==> config.mk <==
export PLATFORM = sky130hd
export DESIGN_NAME = dpq_front
export DESIGN_NICKNAME = d
export VERILOG_FILES = /design/src/hdl/dpq_pkg.sv /design/src/hdl/dpq_front.sv
export SDC_FILE = /design/constraint.sdc
export NUM_CORES = 1
export LEC_CHECK = 0
export BUFFER_PORTS_ARGS = -buffer_cell sky130_fd_sc_hd__buf_2
export CAP_MARGIN = 20
export CORE_UTILIZATION = 45
export DETAILED_ROUTE_END_ITERATION = 16
export PLACE_DENSITY = 0.8
export SYNTH_ARGS = -nofsm -noshare
export SYNTH_HDL_FRONTEND = slang
export SYNTH_SLANG_ARGS = --single-unit
==> constraint.sdc <==
create_clock -name clk -period 2.4 [get_ports clk]
set_clock_uncertainty 0.1 [all_clocks]
set_input_delay 0.12 -clock clk [delete_from_list [all_inputs] [get_ports clk]]
set_output_delay 0.12 -clock clk [all_outputs]
set_load 0.05 [all_outputs]
==> src/hdl/dpq_pkg.sv <==
package dpq_pkg;

  localparam int NORM_DEPTH  = 512;
  localparam int ALARM_DEPTH = 128;
  localparam int NORM_AW     = $clog2(NORM_DEPTH);
  localparam int ALARM_AW    = $clog2(ALARM_DEPTH);
  localparam int IDX_W       = (NORM_AW > ALARM_AW) ? NORM_AW : ALARM_AW;

  localparam int FIFO_DEPTH  = 2;
  localparam int FIFO_AW     = $clog2(FIFO_DEPTH);

  typedef struct packed {
    logic        kind;
    logic        urgent;
    logic        first;
    logic [15:0] frame_len;
    logic [7:0]  data_byte;
  } in_t;

  typedef struct packed {
    logic       accepted;
    logic       tx_valid;
    logic [7:0] tx_byte;
    logic       tx_urgent;
    logic       tx_frame_end;
  } out_t;

  typedef enum logic [1:0] {
    OP_FIRST,
    OP_CONT,
    OP_SEND
  } op_t;

  typedef struct packed {
    op_t         op;
    logic        urgent;
    logic [15:0] frame_len;
    logic [7:0]  data_byte;
  } cmd_t;

  typedef enum logic [1:0] {
    ST_IDLE,
    ST_LEN,
    ST_BYTE
  } back_state_t;

  function automatic logic [NORM_AW-1:0] norm_next(input logic [NORM_AW-1:0] x);
    return (x == NORM_AW'(NORM_DEPTH - 1)) ? '0 : x + NORM_AW'(1);
  endfunction

  function automatic logic [ALARM_AW-1:0] alarm_next(input logic [ALARM_AW-1:0] x);
    return (x == ALARM_AW'(ALARM_DEPTH - 1)) ? '0 : x + ALARM_AW'(1);
  endfunction

endpackage

==> src/hdl/dpq_front.sv <==
module dpq_front (
  input  logic         clk,
  input  logic         rst,
  input  logic         start,
  input  dpq_pkg::in_t item,
  output logic         busy,
  output logic         cmd_valid,
  output dpq_pkg::cmd_t cmd,
  input  logic         pop
);

  import dpq_pkg::*;

  cmd_t               slots [FIFO_DEPTH];
  logic [FIFO_AW-1:0] wr_idx;
  logic [FIFO_AW-1:0] rd_idx;
  logic [FIFO_AW:0]   count;
  logic               push;
  cmd_t               cls;

  assign busy      = (count == (FIFO_AW + 1)'(FIFO_DEPTH));
  assign push      = start && !busy;
  assign cmd_valid = (count != '0);
  assign cmd       = slots[rd_idx];

  always_comb begin
    cls.urgent    = item.urgent;
    cls.frame_len = item.frame_len;
    cls.data_byte = item.data_byte;
    if (item.kind) begin
      cls.op = OP_SEND;
    end else if (item.first) begin
      cls.op = OP_FIRST;
    end else begin
      cls.op = OP_CONT;
    end
  end

  always_ff @(posedge clk) begin
    if (push) begin
      slots[wr_idx] <= cls;
    end
  end

  always_ff @(posedge clk) begin
    if (rst) begin
      wr_idx <= '0;
      rd_idx <= '0;
      count  <= '0;
    end else begin
      if (push) begin
        wr_idx <= (wr_idx == FIFO_AW'(FIFO_DEPTH - 1)) ? '0 : wr_idx + FIFO_AW'(1);
      end
      if (pop) begin
        rd_idx <= (rd_idx == FIFO_AW'(FIFO_DEPTH - 1)) ? '0 : rd_idx + FIFO_AW'(1);
      end
      count <= count + (FIFO_AW + 1)'(push) - (FIFO_AW + 1)'(pop);
    end
  end

endmodule

==> summary.txt, run 1 <==
Run status
  • Status: completed

STA
  • Pins Over Slew Limit: 0
  • FMAX: slightly below 0.6 GHz
  • Worst relative slew slack: 0.593
  • Hold Slack: about 0.042 ns
  • Final hold violations: 0
  • Unrepaired setup endpoints after global routing: false
  • Worst Max-Slew Pin Slew: a little over 0.6 ns
  • Fin Setup TNS: 0 ns
  • Finish-stage setup viols: 0
  • Final worst path period need: 1.69 ns
  • Tcrit/Tclk final: 0.703

Worst setup path
  • Crit path kind: reg -> out
  • CP max FO: 14
  • Worst reg2reg path startpoint: count[0]
  • R2R Setup Slk: 0.75 ns
  • Worst setup SP type: flop
  • Slowest CP cell: mux2_2
  • Buffers and inverters on the worst path: 2
  • Crit path capture: cmd[22]
  • R2R cell count: 8
  • Setup crit end kind: primary output
  • Crit path cell chain: buf_4 -> mux2_2 -> buf_2
  • Required @ worst endpoint: 2.18 ns
  • Top delay family on crit path: buffers and inverters
  • CP arrival: roughly 1.5 ns
  • WP depth: 3
  • Reg2reg end: count[1]
  • Peak per-stage delay on the critical path: approximately 0.36 ns

Routing
  • Via count: between 1,000 and 1,500
  • Overall routed net length: just under 4 mm
  • Via density: approximately 4.7
  • Pre-antenna DRT Iters: 4
  • Avg WL per Cell: between 10 and 15 um
  • DRC: 0
  • DR iter-0 viols: ~50
  • Final antenna-violating net count: 0

Die
  • Die Ht: a little over 70 um
  • Die width: just over 70 um
  • Site Rows: 24
  • I/O pin count: 60
  • Starting Density: 0.485
  • Core Box Area: ~4500 um^2
  • Die area: 5140 um^2

Cells and area
  • # nets final: 243
  • Fillcell total: roughly 330
  • Post-layout instance area: ~3000 um^2
  • Ant. Diodes: 0
  • Area growth syn-to-layout: 38.9%
  • Fraction of layout cells with a size suffix above 1: 0.502

GRT
  • Initial antenna violation count: 0
  • Largest net degree at the start of global routing: 28
  • Total track usage: 0.169
  • Vias in the first global route: 1,382
  • Gr ovfl total: 0
  • First-pass GRT wire length: about 6.3 mm

Clock tree
  • Worst-skew pair later-pin latency: between 0.3 and 0.4 ns
  • Clk buf depth: 2
  • CTS tree: built
  • Num CTS Buffers: 9
  • H-Tree Depth: 3
  • Hold-fix buffers, CTS: 28
  • Post-CTS setup buffers: 0
  • Post-CTS Resized: 0
  • CTS clk-pin slew, worst paths: approximately 0.060 ns
  • CTS Sinks: 59
  • Root Driver: clkbuf_8

Hold path
  • Worst Hold Class: in -> reg
  • Hold path start: pop

Synth
  • Synth cell types: 21
  • Post-synth top area share: 0.742
  • Syn nets: 144
  • Syn Area/Cell: 19.7 um^2
  • Largest area contributor in the synthesized netlist: edfxtp_1
  • Synth area leaders: edfxtp_1 74%, mux2_2 14%, dfxtp_1 4.6%, ha_1 1.1%, buf_6 1.0%
  • Post-synthesis sequential area ratio: 0.788
  • Yosys reg bits: 59
  • Synth Cell Area: ~2200 um^2
  • Syn. warnings: 0
  • Post-Syn Instances: 111

Pwr
  • P_leak: 1.21 nW
  • Tot Pwr: about 2.8 mW
  • Pwr per Cell Area: a little over 900 nW/um^2
  • Max IR drop VDD: just over 0.6 mV

Place
  • GPL Wtd Cong: 0.700
  • DP Wirelength: 2.56 mm
  • Port bufs: 59
  • Post-DP Area: between 2000 and 3000 um^2

Flow run
  • Max_cap viols: 0
-- cells in the final DEF (no fill, tap or decap), drive strengths merged, types with 2 or more instances in the layout --
cell type,instances
inv,4
ha,2
nor2,4
edfxtp,54
buf,63
mux2,27
dfxtp,5
bufinv,2
dlygate4sd3,28
clkinv,5
clkbuf,9
-- synthesized netlist by cell type --
| library cell | number |
|---|---|
| or2_2 | 1 |
| inv_2 | 1 |
| nor2_1 | 4 |
| nand2b_2 | 1 |
| inv_1 | 3 |
| and3_2 | 1 |
| or3_1 | 1 |
| buf_2 | 1 |
| xnor2_1 | 1 |
| nor2b_1 | 1 |
| ha_1 | 2 |
| nand2_1 | 1 |
| and2_1 | 1 |
| edfxtp_1 | 54 |
| xor2_1 | 1 |
| a21oi_1 | 1 |
| o21ai_0 | 1 |
| mux2_2 | 27 |
| buf_6 | 2 |
| dfxtp_1 | 5 |
| nor3_1 | 1 |
-- state kept, by name, summed over array words and instances, names as in the netlist, named ones only --
register	cells
count	2
wr_idx	1
rd_idx	1
slots	54
-- final cells by class --
cell class	count	area, um^2	share of cell area
clock buffers	9	124	0.0408
clock inverters	7	82.6	0.0272
inverters	4	15.0	0.00495
multi-input cells	45	422	0.139
flip-flops and latches	59	1720	0.567
well taps	52	65.1	0.0214
repair buffers	91	606	0.200
-- metrics by stage --
step                 util  cells  setup WS, ns
finish              0.674    267         0.712
global route        0.674    267         0.636
CTS                 0.674    267         0.669
detailed placement  0.566    223         0.746
global placement    0.566    223         0.853
floorplan               -    111         0.457
-- metal layers --
layer  up-vias  track usage  part of all wire
met1       596        0.188              0.41
met5         -            0                 0
li1        620            -                 -
met4         0       0.0719            0.0086
met3         5       0.0506             0.054
met2        42        0.300              0.53
-- where the power goes --
group | internal (mW) | total (mW) | switching (mW)
combinational | 0.198 | 0.625 | 0.427
clock | 0.571 | 0.933 | 0.362
sequential | 1.24 | 1.27 | 0.0274
total | 2.01 | 2.82 | 0.816
-- cell families after synthesis --
| kind of cell | Yosys count | synth area share |
|---|---|---|
| compound gates | 2 | 0.00457 |
| fa+ha+maj | 2 | 0.0114 |
| mux | 27 | 0.139 |
| xor+xnor | 2 | 0.00802 |
| simple gates | 12 | 0.0298 |
| buf+inv | 7 | 0.0195 |
| flops | 59 | 0.788 |
-- how the worst min path moves through the flow --
stage                   end  slack [ns]  cells after the start
2_1_floorplan        wr_idx        0.09                      1
3_3_place_gp   slots[0][18]        0.21                      1
3_5_place_dp   slots[1][19]        0.21                      1
4_1_cts              rd_idx        0.01                      3
5_1_grt              rd_idx        0.07                      3
6_report             rd_idx        0.04                      3
-- tightest hold or removal path: cells and delay by family --
| family | cells | cell delay (ns) |
|---|---|---|
| xor+xnor | 1 | 0.08 |
| simple gates | 1 | 0.11 |
| buf+inv | 1 | 0.10 |
No activity file was read; power rests on OpenSTA's default activity.
==> inputs of run 2 (changes only) <==
--- a/config.mk
+++ b/config.mk
@@ -9,7 +9,7 @@
 export CAP_MARGIN = 20
 export CORE_UTILIZATION = 45
 export DETAILED_ROUTE_END_ITERATION = 16
-export PLACE_DENSITY = 0.8
+export PLACE_DENSITY = 0.83
 export SYNTH_ARGS = -nofsm -noshare
 export SYNTH_HDL_FRONTEND = slang
 export SYNTH_SLANG_ARGS = --single-unit
==> constraint.sdc (replaced) <==
create_clock -name clk -period 1.36 [get_ports clk]
set_clock_uncertainty 0.1 [all_clocks]
set_input_delay 0.068 -clock clk [delete_from_list [all_inputs] [get_ports clk]]
set_output_delay 0.068 -clock clk [all_outputs]
set_load 0.05 [all_outputs]
==> run 2 against run 1 <==
Against the previous run: the run now ends with negative setup slack left; die area is the same; non-clock buffer count grew 12; global-route usage grew 4.4 points; register-to-register slack lost 1.0 ns; core utilization grew 16 points; first-iteration DRC count grew 110%; sequential share of layout area shrank 11 points; hold slack gained 0.047 ns; cell area grew 24%; critical path depth grew 3; sequential power grew 79%.
==> summary.txt, run 2 (synthesis results as in run 1) <==
Cells and area
  • Ant. Diodes: 0
  • Register area: around 1700 um^2
  • Area occupied by multi-input gates: just over 600 um^2
  • Reg with most FFs: slots
  • Fillcell total: about 220
  • Fraction of layout cells with a size suffix above 1: 0.577
  • Area growth syn-to-layout: 72.3%
  • Number of flip-flops in the largest register: between 50 and 60
  • Most common cell after layout, fill and taps aside: edfxtp_1
  • Most frequent cells in the layout: 54 x edfxtp_1, 31 x buf_8, 30 x buf_2
  • Largest regs: slots (54), count (2)
  • # nets final: ~260

STA
  • Pins Over Slew Limit: 0
  • Hold Slack: 0.0885 ns
  • Worst Max-Slew Pin Slew: 0.216 ns
  • Post-route worst setup slack: -0.279 ns
  • Tcrit/Tclk final: 1.20
  • Finish-stage setup viols: 63
  • Final worst path period need: 1.64 ns
  • FMAX: a little over 0.6 GHz
  • Unrepaired setup endpoints after global routing: true
  • Fin Setup TNS: -12.27 ns
  • Final hold violations: 0
  • Worst relative slew slack: 0.855

Die
  • Site Rows: 24
  • I/O pin count: 60
  • Die Ht: ~72 um
  • Die area: roughly 5100 um^2
  • Core Box Area: roughly 4500 um^2
  • Starting Density: 0.485
  • Die width: a little over 70 um

Worst setup path
  • Required @ worst endpoint: ~1.3 ns
  • Top delay family on crit path: simple AND/OR/NAND/NOR gates
  • CP max FO: 16
  • Worst setup SP type: flop
  • Slowest CP cell: or3_4
  • Setup crit end kind: flop
  • CP arrival: approximately 1.6 ns
  • Crit path kind: reg -> reg
  • Crit path cell chain: nand2b_4 -> buf_12 -> inv_8 -> or3_4 -> clkinvlp_4 -> buf_12
  • Buffers and inverters on the worst path: 4
  • Most used cell, CP: buf_12
  • Peak per-stage delay on the critical path: 0.34 ns

GRT
  • First-pass GRT wire length: 7.67 mm
  • Total track usage: 0.213
  • Largest net degree at the start of global routing: 17
  • Initial antenna violation count: 0
  • Vias in the first global route: about 1,500
  • Gr ovfl total: 0

Place
  • GPL Wtd Cong: 0.758
  • Port bufs: 59
  • DP Worst Slack: -0.322 ns
  • DP Wirelength: between 2 and 3 mm

Routing
  • Pre-antenna DRT Iters: 4
  • Avg WL per Cell: 19.0 um
  • DRC: 0
  • Via count: 1,410
  • Via density: 5.05
  • Final antenna-violating net count: 0
  • Overall routed net length: around 5.3 mm
  • DR iter-0 viols: 101

Clock tree
  • Clk buf depth: 2
  • Root Driver: clkbuf_8
  • Worst-skew pair later-pin latency: roughly 0.33 ns
  • CTS tree: built
  • H-Tree Depth: 3
  • Num CTS Buffers: 9
  • CTS clk-pin slew, worst paths: roughly 0.07 ns
  • CTS Sinks: roughly 60

Run status
  • Status: finished with violations
  • Failing checks: negative setup slack

Hold path
  • Worst Hold Class: in -> reg

Pwr
  • Pwr per Cell Area: 1540 nW/um^2
  • Tot Pwr: ~5.8 mW
  • Max IR drop VDD: ~1.1 mV
  • P_leak: 1.51 nW

Flow run
  • Max_cap viols: 0
run 2: cell types whose count changed in the layout (fill, tap and decap cells not counted), sizes merged:
cell	delta
buf	+10
clkinvlp	+2
clkbuf	+2
dlygate4sd3	+1
inv	-1
clkinv	-2
run 2: cell type report:
cell class / instances / share of cell area
inverter: 4 / 0.00698
clock buffer: 10 / 0.0339
tap: 52 / 0.0173
multi-input combinational: 45 / 0.162
timing repair buffer: 103 / 0.299
sequential: 59 / 0.459
clock inverter: 6 / 0.0213
run 2: where the power goes:
part	switching, mW	internal, mW	total (mW)
clock	0.679	1.02	1.70
sequential	0.0738	2.19	2.27
combinational	0.941	0.911	1.85
run 2: worst paths after layout:
path	from	endpoint	depth (start not counted)	slack, ns
min	start	wr_idx	4	0.09
max	count[0]	slots[0][20]	6	-0.28
max reg2reg	count[0]	slots[0][20]	6	-0.28
min reg2reg	rd_idx	flop	2	0.49
run 2: stage by stage:
step	cells	util	cell area, um^2
after detailed placement	230	0.596	2690
after global placement	230	0.596	2690
after CTS	277	0.799	3600
after global routing	279	0.836	3770
final	279	0.836	3770
after floorplan	111	-	2210
run 2: what timing repair did:
| item | 4_1_cts | 5_1_grt |
|---|---|---|
| resized for setup | 109 | 35 |
| hold buffers | 29 | 0 |
| pin swaps | 3 | 6 |
| buffers inserted | 0 | 2 |
| cloned | 2 | 1 |
| hold endpoints to repair | 59 | 0 |
| setup endpoints to repair | 74 | 85 |
run 2: worst min-delay path, stage by stage:
cell,delay (ns)
buf_2,0.13
inv_1,0.07
or3_4,0.14
a21oi_1,0.06
run 2: routing by layer:
| layer | routed length (um) | vias to the layer above | track usage | part of all wire |
|---|---|---|---|---|
| met1 | 1960 | 692 | 0.230 | 0.37 |
| met2 | 2900 | 54 | 0.371 | 0.55 |
| met5 | 0 | - | 0 | 0 |
| met4 | 120 | 0 | 0.0828 | 0.023 |
| met3 | 306 | 16 | 0.0872 | 0.058 |
| li1 | - | 648 | - | - |
==> inputs of run 3 (changes only) <==
--- a/config.mk
+++ b/config.mk
@@ -7,9 +7,11 @@
 export LEC_CHECK = 0
 export BUFFER_PORTS_ARGS = -buffer_cell sky130_fd_sc_hd__buf_2
 export CAP_MARGIN = 20
-export CORE_UTILIZATION = 45
+export CELL_PAD_IN_SITES_DETAIL_PLACEMENT = 0
+export CELL_PAD_IN_SITES_GLOBAL_PLACEMENT = 2
+export CORE_UTILIZATION = 33
 export DETAILED_ROUTE_END_ITERATION = 16
-export PLACE_DENSITY = 0.83
+export PLACE_DENSITY = 0.84
 export SYNTH_ARGS = -nofsm -noshare
 export SYNTH_HDL_FRONTEND = slang
 export SYNTH_SLANG_ARGS = --single-unit
==> run 3 against run 2 <==
Against the previous run: the run still ends with negative setup slack left; critical path depth is the same; total power shrank 5.1%; non-clock buffer count grew 4; hold slack gained 0.010 ns; critical endpoint is now slots[0][15]; register-to-register slack gained 0.03 ns; maximum frequency grew 1.9%; core utilization shrank 25 points; wire length shrank 8.0%; die area grew 35%; global-route usage shrank 7.0 points; sequential power is essentially flat; sequential cell count is the same.
==> summary.txt, run 3 (synthesis results as in run 1) <==
Run status
  • Status: finished with violations
  • Failing checks: negative setup slack

Worst setup path
  • R2R cell count: 6
  • Most used cell, CP: buf_12
  • CP arrival: 1.54 ns
  • Setup crit end kind: flop
  • Buffers and inverters on the worst path: 4
  • CP max FO: 15
  • Crit path cell chain: nand2b_4 -> buf_12 -> inv_8 -> or3_4 -> clkinvlp_4 -> buf_12
  • Peak per-stage delay on the critical path: around 0.33 ns
  • Required @ worst endpoint: ~1.3 ns
  • Slowest CP cell: or3_4
  • Top delay family on crit path: simple AND/OR/NAND/NOR gates
  • Crit path kind: reg -> reg
  • WP depth: 6
  • Worst setup SP type: flop

Place
  • DP Worst Slack: -0.240 ns
  • DP Wirelength: 2.65 mm
  • Post-DP Area: between 2000 and 3000 um^2
  • Total placed cells including tap cells: 257
  • GPL Wtd Cong: about 0.66
  • Port bufs: just under 60

STA
  • Finish-stage setup viols: 74
  • Worst relative slew slack: 0.863
  • Worst Max-Slew Pin Slew: around 0.2 ns
  • Pins Over Slew Limit: 0
  • Final worst path period need: roughly 1.6 ns
  • Post-route worst setup slack: -0.248 ns
  • Tcrit/Tclk final: 1.18
  • Unrepaired setup endpoints after global routing: true
  • FMAX: approximately 0.62 GHz
  • Final hold violations: 0

Cells and area
  • Ant. Diodes: 0
  • Area growth syn-to-layout: 72.6%
  • Fraction of layout cells with a size suffix above 1: 0.574
  • Most frequent cells in the layout: 54 x edfxtp_1, 30 x buf_2, 29 x dlygate4sd3_1, 29 x buf_8, 27 x mux2_4
  • Largest regs: slots (54), count (2)
  • Final Non-Filler Cells: between 300 and 400
  • Most common cell after layout, fill and taps aside: edfxtp_1
  • # nets final: about 260
  • Reg with most FFs: slots
  • Fillcell total: 493
  • Post-layout util: 0.591
  • Post-layout instance area: approximately 3800 um^2
  • Number of flip-flops in the largest register: 54

Clock tree
  • CTS Sinks: 59
  • Clk buf depth: 2
  • H-Tree Depth: 3
  • CTS tree: built
  • Num CTS Buffers: 9
  • Worst-skew pair later-pin latency: ~0.32 ns
  • Root Driver: clkbuf_8
  • CTS clk-pin slew, worst paths: about 0.06 ns

Die
  • Die Ht: roughly 83 um
  • Die area: just under 7000 um^2
  • Site Rows: 29
  • Die width: around 83 um
  • Starting Density: 0.342
  • Core Box Area: around 6400 um^2
  • I/O pin count: 60

GRT
  • First-pass GRT wire length: ~7 mm
  • Largest net degree at the start of global routing: 19
  • Gr ovfl total: 0
  • Total track usage: 0.143
  • Initial antenna violation count: 0
  • Vias in the first global route: ~1,500

Hold path
  • Worst Hold Class: in -> reg
  • Worst Hold Depth: 4

Pwr
  • Max IR drop VDD: between 0.9 and 1 mV
  • Pwr per Cell Area: ~1500 nW/um^2
  • Tot Pwr: around 5.5 mW
  • P_leak: about 1.5 nW

Routing
  • DR iter-0 viols: 30
  • Overall routed net length: 4.87 mm
  • Avg WL per Cell: 15.8 um
  • Via count: 1,369
  • Final antenna-violating net count: 0
  • Via density: 4.46
  • Pre-antenna DRT Iters: 2
  • DRC: 0

Flow run
  • Max_cap viols: 0
[run 3: cell type report]
class,count,area [um^2],share of cell area
clock inverters,4,42.5,0.0113
multi-input cells,45,582,0.154
repair buffers,107,1170,0.309
inverters,4,26.3,0.00696
clock buffers,11,131,0.0348
well taps,77,96.3,0.0255
flip-flops and latches,59,1730,0.458
[run 3: path summary, 6_finish.rpt]
kind / start / endpoint / slack (ns)
max: count[0] / slots[0][15] / -0.25
min: start / wr_idx / 0.1
max reg2reg: count[0] / slots[0][15] / -0.25
min reg2reg: rd_idx / rd_idx / 0.42
[run 3: metrics by stage]
step                setup TNS [ns]  hold WS (ns)
detailed placement           -6.83         0.160
CTS                         -13.08        0.0336
floorplan                    -8.98        0.0322
global placement             -5.92         0.158
finish                      -12.38        0.0985
global route                -16.69         0.121
[run 3: tightest hold or removal path: stages]
cell and delay, ns:
buf_2 0.11, inv_1 0.07, o21ai_0 0.10, a21oi_2 0.13
[run 3: timing repair]
| action | in CTS | in global routing |
|---|---|---|
| hold endpoints to repair | 59 | 0 |
| hold buffers | 29 | 0 |
| pin swaps | 3 | 2 |
| cloned | 1 | 2 |
| setup buffers | 3 | 1 |
| gates resized for setup | 92 | 43 |
| setup endpoints to repair | 76 | 86 |
[run 3: power by group]
part	internal, mW	leakage (nW)	switching, mW
sequential	2.19	0.546	0.0693
clock	0.821	0.0882	0.594
combinational	0.933	0.884	0.907
total	3.95	1.52	1.57
[run 3: metal layers]
metal / track usage / share of wire / vias up
met5: 0 / 0 / -
met4: 0.0439 / 0.0074 / 0
met3: 0.0726 / 0.055 / 4
met2: 0.253 / 0.56 / 47
met1: 0.146 / 0.38 / 666
li1: - / - / 652
